[src/hdl/gri_pkg.sv]
// Package for the gyro rate angle integrator: constants, payload structs,
// state and op codes, and the full-scale gain table.
// Used by every module under hdl/.
package gri_pkg;

    // Calibration round length in samples (1 to 64).
    localparam int CALIB_SAMPLES = 40;
    localparam int CNT_W = (CALIB_SAMPLES > 1) ? $clog2(CALIB_SAMPLES) : 1;

    // Field widths.
    localparam int RATE_W  = 16;
    localparam int TIME_W  = 32;
    localparam int DEG_W   = 24;
    localparam int ACC_W   = 48;
    localparam int SUM_W   = 23;
    localparam int SCALE_W = 33;

    // Shared multiplier of each axis: signed A by signed B.
    localparam int MA_W = 25;
    localparam int MB_W = 34;
    localparam int MP_W = MA_W + MB_W;
    localparam int P_W   = 49;
    localparam int LO_W  = 57;
    localparam int INC_W = 51;
    localparam int ACC_SUM_W = INC_W + 1;

    // Division of the calibration sum by CALIB_SAMPLES as a multiply by a
    // rounded-up reciprocal; exact for magnitudes below 2^23.
    localparam int DIV_SHIFT = 30;
    localparam int DIV_W     = DIV_SHIFT + 1;
    localparam logic [DIV_W-1:0] DIV_RECIP =
        DIV_W'(((64'd1 << DIV_SHIFT) + CALIB_SAMPLES - 1) / CALIB_SAMPLES);

    localparam logic signed [ACC_W-1:0] ACC_MAX = {1'b0, {(ACC_W-1){1'b1}}};
    localparam logic signed [ACC_W-1:0] ACC_MIN = {1'b1, {(ACC_W-1){1'b0}}};

    // Queue between front and back; depth must be a power of two.
    localparam int QUEUE_DEPTH = 2;
    localparam int QPTR_W = (QUEUE_DEPTH > 1) ? $clog2(QUEUE_DEPTH) : 1;

    // Request codes on the input.
    localparam logic REQ_CALIB = 1'b0;
    localparam logic REQ_MEAS  = 1'b1;

    typedef enum logic {
        OP_CALIB,
        OP_MEAS
    } t_gri_op;

    typedef enum logic [1:0] {
        FSR_250,
        FSR_500,
        FSR_1000,
        FSR_2000
    } t_gri_fsr;

    typedef enum logic [2:0] {
        ST_IDLE,
        ST_MUL0,
        ST_MUL1,
        ST_MUL2,
        ST_COMMIT
    } t_gri_state;

    typedef struct packed {
        logic                     req_type;
        logic signed [RATE_W-1:0] rate_x;
        logic signed [RATE_W-1:0] rate_y;
        logic signed [RATE_W-1:0] rate_z;
        logic [TIME_W-1:0]        time_us;
    } t_gri_item;

    typedef struct packed {
        logic signed [DEG_W-1:0] angle_x_deg;
        logic signed [DEG_W-1:0] angle_y_deg;
        logic signed [DEG_W-1:0] angle_z_deg;
        logic                    offsets_valid;
    } t_gri_result;

    typedef struct packed {
        t_gri_op                  op;
        logic signed [RATE_W-1:0] rate_x;
        logic signed [RATE_W-1:0] rate_y;
        logic signed [RATE_W-1:0] rate_z;
        logic [TIME_W-1:0]        time_us;
    } t_gri_cmd;

    typedef struct packed {
        t_gri_state step;
        t_gri_op    op;
        logic       round_start;
        logic       round_end;
        logic       commit;
    } t_gri_lane_ctl;

    // round(2^56 / (sensitivity * 10^6)) for each range.
    function automatic logic [SCALE_W-1:0] scale_factor(input t_gri_fsr fsr);
        logic [SCALE_W-1:0] m;
        unique case (fsr)
            FSR_250:  m = 33'd550057970;
            FSR_500:  m = 33'd1100115940;
            FSR_1000: m = 33'd2196877867;
            FSR_2000: m = 33'd4393755734;
        endcase
        return m;
    endfunction

endpackage

[src/hdl/gri_queue.sv]
// Short command queue between the front and the back of the integrator.
// Depends on gri_pkg for the command type and depth.
module gri_queue (
    input  logic               i_clk,
    input  logic               i_rst_n,
    input  logic               i_push,
    input  gri_pkg::t_gri_cmd  i_data,
    output logic               o_full,
    input  logic               i_pop,
    output gri_pkg::t_gri_cmd  o_data,
    output logic               o_empty
);
    import gri_pkg::*;

    t_gri_cmd          r_mem [QUEUE_DEPTH];
    logic [QPTR_W-1:0] r_wptr;
    logic [QPTR_W-1:0] r_rptr;
    logic [QPTR_W:0]   r_count;
    logic              w_wr;
    logic              w_rd;

    assign o_full  = (r_count == (QPTR_W+1)'(QUEUE_DEPTH));
    assign o_empty = (r_count == '0);
    assign w_wr    = i_push && !o_full;
    assign w_rd    = i_pop && !o_empty;
    assign o_data  = r_mem[r_rptr];

    always_ff @(posedge i_clk) begin
        if (!i_rst_n) begin
            r_wptr  <= '0;
            r_rptr  <= '0;
            r_count <= '0;
        end else begin
            if (w_wr) begin
                r_wptr <= r_wptr + 1'b1;
            end
            if (w_rd) begin
                r_rptr <= r_rptr + 1'b1;
            end
            if (w_wr && !w_rd) begin
                r_count <= r_count + 1'b1;
            end else if (w_rd && !w_wr) begin
                r_count <= r_count - 1'b1;
            end
        end
    end

    always_ff @(posedge i_clk) begin
        if (w_wr) begin
            r_mem[r_wptr] <= i_data;
        end
    end

endmodule

[config.mk]
export PLATFORM = sky130hd
export DESIGN_NAME = gri_queue
export DESIGN_NICKNAME = d
export VERILOG_FILES = /design/src/hdl/gri_pkg.sv /design/src/hdl/gri_queue.sv
export SDC_FILE = /design/constraint.sdc
export NUM_CORES = 1
export LEC_CHECK = 0
export BUFFER_PORTS_ARGS = -buffer_cell sky130_fd_sc_hd__buf_2
export CORE_ASPECT_RATIO = 1.1
export CORE_UTILIZATION = 30
export DETAILED_ROUTE_END_ITERATION = 10
export GPL_TIMING_DRIVEN = 1
export HOLD_SLACK_MARGIN = 0.15
export PLACE_DENSITY_LB_ADDON = 0.2
export SLEW_MARGIN = 30
export SYNTH_ARGS = -nofsm -noshare
export SYNTH_HDL_FRONTEND = slang
export SYNTH_SLANG_ARGS = --single-unit
[constraint.sdc]
create_clock -name i_clk -period 5.45 [get_ports i_clk]
set_clock_uncertainty 0.15 [all_clocks]
set_input_delay 0.545 -clock i_clk [delete_from_list [all_inputs] [get_ports i_clk]]
set_output_delay 0.545 -clock i_clk [all_outputs]
set_load 0.02 [all_outputs]
Yosys cells after proc, flatten, opt, wreduce, memory -nomap -nowiden:

Memory sizes are Yosys's and may differ from the RTL's. A register that Yosys moved wholly into a read port is not among the register bits.
Index checks and enable logic that the tools add are counted.

* add/subtract/negate cells: 4
* equal/unequal tests: 1
* muxes and demuxes: 6
* reductions and logical operators: 10

Operators with widths (number)
* $logic_and 1x1->1: 4
* $logic_not 1->1: 4
* $mux 1: 4
* $mux 2: 2
* $add 1x1->1 const B: 2
* $add 2x1->2 const B: 1
* $eq 2x2->1 const B: 1
* $logic_not 2->1: 1
* $reduce_bool 2->1: 1
* $sub 2x1->2 const B: 1

* register bits after elaboration: 4
* bits in writable memories: 162
* input bits: 85
* output and inout port bits: 83
* logic and storage cells: 25
* memories kept: 1

Memories
* r_mem: depth 2, bits a word 81, read ports 1, clocked after Yosys merged registers in 1, write ports 1, line gri_queue.sv:15 `t_gri_cmd r_mem [QUEUE_DEPTH];`

Depth between registers and ports, before layout:

* word-level depth: 7
* depth in mapped cells: 7

Worst setup path after synthesis:

OpenSTA, ideal clock, no wires.

* path kind: input -> register
* from: in i_push
* to: mem r_mem[0][0] (netlist bit) (enable)
* setup time: 0.507 ns
* arrival time: 3.777 ns
* path slack: 1.015 ns
* stages: 2
* path buffers: 0
* cell sequence: inv_1 nor3_2

* longest elaborated chain between the ends: 3

Ends and longest elaborated chain
* from (decl): line gri_queue.sv:6 `input logic i_push,`
* $logic_and 1x1->1: line gri_queue.sv:24 `assign w_wr = i_push && !o_full;`
* $mux 1: line gri_queue.sv:49 `if (w_wr) begin`
* $mux 1 (implied by the code): line gri_queue.sv:50 `r_mem[r_wptr] <= i_data;`
* to (decl): line gri_queue.sv:15

Every way passes these cells.

==> summary.txt <==
Commonest non-fill, non-tap cell in the layout: buf_2
Yosys reg bits: 167
Metal-1 WL: 5.17 mm
Critical Path End Type: primary output
Critical Path AT: 2.03 ns
Cell taking the most area after synthesis: edfxtp_1
Tot GR Track Use: 12.1%
CTS Buf Count: 17
Cell Area, Synth: 6110 sq um
Cells after DPL: 691
Leakage: 3.13 nW
Largest net degree at the start of global routing: 60
Final WL: 12.3 mm
Sw power: 1.19 mW
Sequential fraction of the synthesis area: 81.3%
Vias: 3,342
Die Span Y: 152 um
HP Class: in -> reg
Initial DRC Count: 142
Area growth from synthesis to layout: 37.7%
Slew margin rel.: 41.8%
Die Wd: 138 um
Fin Setup TNS: 0 ns
Mapped Avg Cell Area: 22.0 sq um
Vias in the first global route: 3,551
CTS tree: yes
CTS H-tree depth: 4
Distinct cells, synth: 21
Fmax: 0.367 GHz
Share of power burned in registers: 42.8%
GP Congestion: 0.677
RSZ-0062 raised after global routing: false
CORE AREA: 19,900 sq um
Status: completed
Share of cells above drive strength 1: 54.5%
Final ANT Viol Nets: 0
Final Instance Count excl. Fillers: 780
Drt pass-1 iters: 3
Rows: 54
Pint: 2.78 mW
First-pass GRT wire length: 18.7 mm
Grt total ovfl: 0
Clock tree sinks: 167
Clk buf depth: 2
Met3 routed WL: 662 um
Setup-failing EPs final: 0
Total power draw: 3.97 mW
Starting Density: 30.7%
Die area: 20,900 sq um
Worst setup margin: 2.72 ns
Combinational Power Share: 25.6%
Post-DP Area: 7230 sq um
Post-route worst hold slack: 0.176 ns
Synth Warn #: 0
Ratio of final minimum period to clock period: 50.0%
Drt via density: 4.28
CTS root buf: clkbuf_16
Max-slew violation count: 0
CP max FO: 41
Wire per inst: 15.8 um
Total of max-cap violations: 0
Commonest cells after routing, fill and taps aside: buf_2 (167), edfxtp_1 (162), mux2_2 (81)
DR WL met2: 6.33 mm
Critical Path RT: 4.76 ns
Clock power frac: 31.6%
Worst setup SP type: flop
Post-Route Utilization: 42.3%
Post-Place Worst Slack: 2.96 ns
Mapped Cells: 277
Final HPWL DP: 7.53 mm
WS Path Type: reg -> out
Switching share of power: 30.0%
# IOs: 168
# nets final: 600
Worst slew pin tran: 0.873 ns
Synth area leaders: edfxtp_1 (80%), mux2_2 (15%), dfxtp_1 (1.6%)
VDD IR max: 0.000192 V
Finished Cell Area: 8410 sq um
Clock Latency Late Sink: 0.41 ns
Max layer used: met4
Pwr Density: 473 nW/um^2
Clock slew seen by the registers of the worst setup and hold paths: 0.07 ns
DRC errors left: 0
Fillers: 1,863
Fin. Hold Viols: 0
Yosys top cell area share: 79.7%
Initial antenna violation count: 1
Post-CTS setup buffers: 0
Post-Syn Nets: 363
Port buffer count: 167
Final min period: 2.73 ns
[area by class of cell]
cell class,instances,area (sq um),share of cell area (%)
Sequential cell,167,4970,59.1
Timing Repair Buffer,227,1450,17.2
Multi-Input combinational cell,99,1050,12.5
Clock buffer,18,429,5.11
Tap cell,252,315,3.75
Clock inverter,14,186,2.22
Inverter,2,7.51,0.0893
Antenna cell,1,2.50,0.0298
[cell usage after synthesis]
master	instances
dfxtp_1	5
and2_1	3
ha_1	1
buf_2	1
xor2_1	1
o21a_1	1
a21boi_1	1
nor2_1	2
nor3_2	1
a21boi_0	1
edfxtp_1	162
nand2b_1	1
and3_1	1
mux2_2	81
inv_2	1
inv_1	1
o21ai_0	1
xnor2_1	2
o21ai_1	1
or3_1	1
buf_6	8
[path summary, 6_finish.rpt]
path	start	to	slack (ns)	cells after the start
worst min register to register	r_count[1]	r_count[1]	0.39	2
worst min-delay path	i_data[48]	r_mem[0][48]	0.18	1
worst max-delay path	flop	o_data[12]	2.72	3
worst max register to register	r_count[0]	r_mem[1][9]	3.06	3
[per-layer routing]
metal  up-vias  GRT usage (%)
met5         -              0
met4         0           5.27
met3         8           4.46
met2        96           20.8
met1      1669           13.4
li1       1569              -
[state kept, by name, summed over array words and instances (netlist names), named ones only]
name     flops
r_wptr       1
r_mem      162
r_rptr       1
r_count      2
[repair_timing]
| action | CTS | global route |
|---|---|---|
| hold buffers | 47 | 9 |
| gates resized for setup | 0 | 0 |
| endpoints found under the hold margin | 91 | 15 |
[power by group through the flow]
stage          clock network (mW)  logic (mW)  registers [mW]
6_report                     1.25        1.02            1.70
5_1_grt                      1.34        1.10            1.72
4_1_cts                      1.29        1.04            1.71
3_5_place_dp                    0        1.01            1.74
3_3_place_gp                    0       0.945            1.77
2_1_floorplan                   0       0.739            1.69
[cell families after synthesis]
kind of cell | after synthesis | synth area share, %
flip-flops | 167 | 81.3
XOR/XNOR | 3 | 0.430
multiplexers | 81 | 14.9
AND/OR/NAND/NOR | 9 | 0.902
adder cells (fa/ha/maj) | 1 | 0.205
buffers and inverters | 11 | 1.68
AO/OA/AOI/OAI | 5 | 0.533
[worst max-delay path, cell delays in order, from the launching register on]
cell	delay [ns]
dfxtp_4	0.75
buf_16	0.31
mux2_2	0.38
buf_2	0.16
No activity file was read; power rests on OpenSTA's default activity.
