**src/hdl/gri_pkg.sv**
```systemverilog
// Package for the gyro rate angle integrator: constants, payload structs,
// state and op codes, and the full-scale gain table.
// Used by every module under hdl/.
package gri_pkg;

    // Calibration round length in samples (1 to 64).
    localparam int CALIB_SAMPLES = 40;
    localparam int CNT_W = (CALIB_SAMPLES > 1) ? $clog2(CALIB_SAMPLES) : 1;

    // Field widths.
    localparam int RATE_W  = 16;
    localparam int TIME_W  = 32;
    localparam int DEG_W   = 24;
    localparam int ACC_W   = 48;
    localparam int SUM_W   = 23;
    localparam int SCALE_W = 33;

    // Shared multiplier of each axis: signed A by signed B.
    localparam int MA_W = 25;
    localparam int MB_W = 34;
    localparam int MP_W = MA_W + MB_W;
    localparam int P_W   = 49;
    localparam int LO_W  = 57;
    localparam int INC_W = 51;
    localparam int ACC_SUM_W = INC_W + 1;

    // Division of the calibration sum by CALIB_SAMPLES as a multiply by a
    // rounded-up reciprocal; exact for magnitudes below 2^23.
    localparam int DIV_SHIFT = 30;
    localparam int DIV_W     = DIV_SHIFT + 1;
    localparam logic [DIV_W-1:0] DIV_RECIP =
        DIV_W'(((64'd1 << DIV_SHIFT) + CALIB_SAMPLES - 1) / CALIB_SAMPLES);

    localparam logic signed [ACC_W-1:0] ACC_MAX = {1'b0, {(ACC_W-1){1'b1}}};
    localparam logic signed [ACC_W-1:0] ACC_MIN = {1'b1, {(ACC_W-1){1'b0}}};

    // Queue between front and back; depth must be a power of two.
    localparam int QUEUE_DEPTH = 2;
    localparam int QPTR_W = (QUEUE_DEPTH > 1) ? $clog2(QUEUE_DEPTH) : 1;

    // Request codes on the input.
    localparam logic REQ_CALIB = 1'b0;
    localparam logic REQ_MEAS  = 1'b1;

    typedef enum logic {
        OP_CALIB,
        OP_MEAS
    } t_gri_op;

    typedef enum logic [1:0] {
        FSR_250,
        FSR_500,
        FSR_1000,
        FSR_2000
    } t_gri_fsr;

    typedef enum logic [2:0] {
        ST_IDLE,
        ST_MUL0,
        ST_MUL1,
        ST_MUL2,
        ST_COMMIT
    } t_gri_state;

    typedef struct packed {
        logic                     req_type;
        logic signed [RATE_W-1:0] rate_x;
        logic signed [RATE_W-1:0] rate_y;
        logic signed [RATE_W-1:0] rate_z;
        logic [TIME_W-1:0]        time_us;
    } t_gri_item;

    typedef struct packed {
        logic signed [DEG_W-1:0] angle_x_deg;
        logic signed [DEG_W-1:0] angle_y_deg;
        logic signed [DEG_W-1:0] angle_z_deg;
        logic                    offsets_valid;
    } t_gri_result;

    typedef struct packed {
        t_gri_op                  op;
        logic signed [RATE_W-1:0] rate_x;
        logic signed [RATE_W-1:0] rate_y;
        logic signed [RATE_W-1:0] rate_z;
        logic [TIME_W-1:0]        time_us;
    } t_gri_cmd;

    typedef struct packed {
        t_gri_state step;
        t_gri_op    op;
        logic       round_start;
        logic       round_end;
        logic       commit;
    } t_gri_lane_ctl;

    // round(2^56 / (sensitivity * 10^6)) for each range.
    function automatic logic [SCALE_W-1:0] scale_factor(input t_gri_fsr fsr);
        logic [SCALE_W-1:0] m;
        unique case (fsr)
            FSR_250:  m = 33'd550057970;
            FSR_500:  m = 33'd1100115940;
            FSR_1000: m = 33'd2196877867;
            FSR_2000: m = 33'd4393755734;
        endcase
        return m;
    endfunction

endpackage

```
**src/hdl/gri_front.sv**
```systemverilog
// Front end of the gyro integrator: input register and request decode.
// Feeds gri_queue; depends on gri_pkg.
module gri_front (
    input  logic                i_clk,
    input  logic                i_rst_n,
    input  logic                i_push,
    input  gri_pkg::t_gri_item  i_item,
    output logic                o_full,
    input  logic                i_q_full,
    output logic                o_q_push,
    output gri_pkg::t_gri_cmd   o_q_cmd
);
    import gri_pkg::*;

    logic     r_valid;
    t_gri_cmd r_cmd;
    t_gri_cmd w_cmd;
    logic     w_accept;

    assign o_q_push = r_valid && !i_q_full;
    assign o_full   = r_valid && i_q_full;
    assign w_accept = i_push && !o_full;
    assign o_q_cmd  = r_cmd;

    always_comb begin
        w_cmd.rate_x  = i_item.rate_x;
        w_cmd.rate_y  = i_item.rate_y;
        w_cmd.rate_z  = i_item.rate_z;
        w_cmd.time_us = i_item.time_us;
        unique case (i_item.req_type)
            REQ_CALIB: w_cmd.op = OP_CALIB;
            REQ_MEAS:  w_cmd.op = OP_MEAS;
        endcase
    end

    always_ff @(posedge i_clk) begin
        if (!i_rst_n) begin
            r_valid <= 1'b0;
        end else if (w_accept) begin
            r_valid <= 1'b1;
        end else if (o_q_push) begin
            r_valid <= 1'b0;
        end
    end

    always_ff @(posedge i_clk) begin
        if (w_accept) begin
            r_cmd <= w_cmd;
        end
    end

endmodule

```
**config.mk**
```make
export PLATFORM = sky130hd
export DESIGN_NAME = gri_front
export DESIGN_NICKNAME = d
export VERILOG_FILES = /design/src/hdl/gri_pkg.sv /design/src/hdl/gri_front.sv
export SDC_FILE = /design/constraint.sdc
export NUM_CORES = 1
export LEC_CHECK = 0
export BUFFER_PORTS_ARGS = -buffer_cell sky130_fd_sc_hd__clkbuf_2
export CAP_MARGIN = 10
export CORE_MARGIN = 2
export CORE_UTILIZATION = 40
export CTS_BUF_LIST = sky130_fd_sc_hd__clkbuf_16
export CTS_CLUSTER_SIZE = 24
export DETAILED_ROUTE_END_ITERATION = 8
export MAX_ROUTING_LAYER = met4
export PLACE_DENSITY_LB_ADDON = 0.2
export SETUP_SLACK_MARGIN = 0.4
export SYNTH_ARGS = -nofsm -noshare
export SYNTH_HDL_FRONTEND = slang
export SYNTH_SLANG_ARGS = --single-unit
```
**constraint.sdc**
```tcl
create_clock -name i_clk -period 7.4 [get_ports i_clk]
set_clock_uncertainty 0.2 [all_clocks]
set_input_delay 0.37 -clock i_clk [delete_from_list [all_inputs] [get_ports i_clk]]
set_output_delay 0.37 -clock i_clk [all_outputs]
set_load 0.02 [all_outputs]
```
# Word level (Yosys, flattened, before mapping)

Index checks and enable logic that the tools add are counted.

Equality and inequality tests: 0
Bitwise operators: 1
Shifts and indexed selects: 0
Magnitude comparators: 0
Multipliers: 0
Reduce and logical (&&, ||, !) cells: 6
Add/sub/neg operators: 0
Multiplexer cells: 3
Div/mod/pow operators: 0

Operators with widths:

| cell                               | count |
|---|---|
| logical AND 1 bit                  | 3 |
| zero test 1 bit                    | 2 |
| 2-to-1 mux 1 bit                   | 2 |
| one-hot mux 1 bit (2 select lines) | 1 |
| nonzero test 2 bit                 | 1 |
| NOT 1 bit                          | 1 |

Bits of input ports: 85
Memory bits (read-only): 0
Word-level logic and storage cells: 16
RAM bits: 0
Memories kept: 0
Register bits after elaboration: 82
Latch bits: 0
Output and inout port bits: 83

# Logic depth before layout (Yosys ltp)

Depth after elaboration: 4
Mapped depth: 2
Mapped depth without buffers: 2

# Least setup slack after synthesis

No wires, ideal clock.

Path kind: input -> register
Start: input port i_q_full
End: register r_cmd, in the netlist o_q_cmd[0] (enable)
Slack: 2.504 ns
Buffers on the path: 0
Library setup time: 0.531 ns
Stages on the path: 2
Arrival: 4.165 ns
Cell sequence: and2_4 > nor2b_1

Cells in the longest elaborated chain, start to end: 3

Ends and longest elaborated chain:

| item                 | line            | text |
|---|---|---|
| from (decl)          | gri_front.sv:9  | `input logic i_q_full,` |
| logical AND 1 bit    | gri_front.sv:21 | `assign o_full = r_valid && i_q_full;` |
| zero test 1 bit      | gri_front.sv:22 | `assign w_accept = i_push && !o_full;` |
| logical AND 1 bit    | gri_front.sv:22 |  |
| named net w_accept   | gri_front.sv:18 | `logic w_accept;` |
| to (signal assigned) | gri_front.sv:48 | `r_cmd <= w_cmd;` |
| to (decl)            | gri_front.sv:16 | `t_gri_cmd r_cmd;` |

The timed path passes the listed nets, and every way through them passes these cells.
A chain may end at the register's enable or synchronous reset.

# Worst setup path in the final report

Start: register r_valid
End: register r_cmd, in the netlist o_q_cmd[39] (enable)

Cells in the longest elaborated chain, start to end: 3

Ends and longest elaborated chain:

| item                   | line            | text |
|---|---|---|
| from (decl)            | gri_front.sv:15 | `logic r_valid;` |
| from (signal assigned) | gri_front.sv:38 | `r_valid <= 1'b0;` |
| from (signal assigned) | gri_front.sv:40 | `r_valid <= 1'b1;` |
| from (signal assigned) | gri_front.sv:42 | `r_valid <= 1'b0;` |
| logical AND 1 bit      | gri_front.sv:21 |  |
| zero test 1 bit        | gri_front.sv:22 |  |
| logical AND 1 bit      | gri_front.sv:22 |  |
| named net w_accept     | gri_front.sv:18 |  |

The timed path passes the listed nets, and every way through them passes these cells.

==> metrics.txt <==
Clock Sinks 82; num ports 168; Final period util 32.0%; post-CTS setup buffers 0; chip width 82.8 microns; sequential area share after synthesis 98.8%; global-route wire length before repair 6.75 mm; placer congestion estimate 0.700; diode count 0; commonest non-fill, non-tap cell in the layout clkbuf_2; synthesized cell area 0.00248 sq mm; final number of max-transition violations 0; Layout area overhead 49.1%; worst skew pair latency 320 ps; main combinational cell family by area after synthesis simple AND/OR/NAND/NOR gates; post-cts resize count 0; Synth Area in Simple Gates 0.907%; Vias 1494; WL met2 2.34 mm; GRT overflow 0; CP cell instances and2_4 -> nor2b_4 -> buf_4; Worst Max-Slew Pin Slew 879 ps; core area 0.00596 sq mm; Sequential Area 0.00245 sq mm; CP Class reg -> reg; WL final 4.98 mm; CTS tree built; setup tns final 0 ps; vias in the first global route 1421; Post-DRT Antenna Nets 0; Compound-Gate Fraction of Synth Area 0.302%; final count of hold timing violations 0; row count 28; status finished clean; post-synthesis mux area share 0%; PD cells 283 mW/mm^2; initial core utilization 41.7%; Die Height 82.8 microns; Worst-path clk slew 60 ps; # setup viols final 0; area leader, netlist edfxtp_1; Req. time, crit path 7150 ps; Max IR drop VDD 0.178 mV; most frequent cells in the layout clkbuf_2, edfxtp_1, clkbuf_16; drt initial violations 85; Slew headroom 41.2%; met3 routed WL 563 microns; Fillers 468; multi-input logic area 37.5 sq um; crit path launch type flip-flop; Distinct cells, synth 6; Synth Area in Adders 0%; leakage 1.65 nW; Yosys reg bits 82; number of warnings issued by yosys 0; Non-Filler Instances 344; area share of the largest cell type after synthesis 98.0%; die area 0.00685 sq mm; RSZ-0062 raised after global routing no; syn nets 171; CP Max Fanout 49; Design Power 1.05 mW; met1 wire length 1.90 mm; cells after synthesis 86; Arr. time, crit path 2120 ps; Worst setup EP type flip-flop; # port buffers 167; max capacitance violation total 0; hold-fix buffers at CTS 0; min Tclk post-route 2370 ps; Synth Area in XOR/XNOR 0%; DRC 0; ranking of synthesized cells by area edfxtp_1, dfxtp_1, and2_4; clock tree buffer depth 2; initial antenna violation count 0; vias per cell 4.34; WL per Instance 14.5 microns; Detailed Routing Iterations Pass 1 4; CTS HTree Levels 3; FMAX 422 MHz; CP max stage delay 690 ps; dpl cells 329; CP max stage cell nor2b_4; Inserted Clock Buffers 9; largest net degree at the start of global routing 50; Root Driver clkbuf_16; Mean Syn Cell Area 28.9 sq um; share of cells above drive strength 1 67.3%; global-route usage over all layers 15.1%; nets 350; Top Metal Used met4; Min-Delay Path Class in -> reg
==> through the flow <==
| stage | hold slack, ps | utilization [%] | worst slack [ps] | instance area [sq um] |
|---|---|---|---|---|
| CTS | 9.54 | 62.2 | 5000 | 3700 |
| detailed placement | 349 | 57.5 | 4810 | 3430 |
| floorplan | 269 | - | 2500 | 2480 |
| global route | 6.99 | 62.2 | 4860 | 3700 |
| global placement | 348 | 57.5 | 4840 | 3430 |
| finish | 18.8 | 62.2 | 5030 | 3700 |
==> logic make-up after synthesis <==
group / after synthesis
compound gates: 1
simple gates: 3
flops: 82
==> worst max-delay path: cells and delay by family (launching register included) <==
kind	cells	cell delay [ps]
buf+inv	1	630
simple gates	2	840
flops	1	310
==> sequential cells by signal (all words and copies together), names as in the netlist <==
register,flops
o_q_cmd,81
r_valid,1
==> where the power goes <==
part	leakage, nW	internal [mW]	total, mW	switching [mW]
clock	0.139	0.253	0.405	0.151
sequential	0.792	0.544	0.550	0.00663
combinational	0.720	0.0332	0.0931	0.0598
==> metal layers <==
| metal | vias to the layer above | GRT usage (%) |
|---|---|---|
| li1 | 708 | - |
| met1 | 657 | 17.2 |
| met2 | 115 | 22.5 |
| met3 | 14 | 4.87 |
| met4 | 0 | 11.1 |
| met5 | - | - |
==> final cells by class <==
type / count / share of cell area [%]
clock buffer: 9 / 6.08
clock inverter: 6 / 1.35
multi-input combinational: 4 / 1.01
sequential: 82 / 66.2
tap: 75 / 2.53
timing repair buffer: 168 / 22.8
==> worst paths after layout <==
check | depth (start not counted) | slack (ps) | start | to
hold reg to reg | 2 | 430 | r_valid$_SDFFE_PN0P_ | r_valid$_SDFFE_PN0P_
setup / recovery | 3 | 5030 | r_valid$_SDFFE_PN0P_ | o_q_cmd[39]$_DFFE_PP_
hold / removal | 1 | 20 | i_item[12] | o_q_cmd[12]$_DFFE_PP_
setup reg to reg | 3 | 5030 | r_valid$_SDFFE_PN0P_ | o_q_cmd[39]$_DFFE_PP_
==> cells in the mapped netlist <==
cell and instances:
o21a_1 1, dfxtp_1 1, edfxtp_1 81, nor2b_1 1
and2b_1 1, and2_4 1
Note: power is estimated with default switching activity, not from simulation.
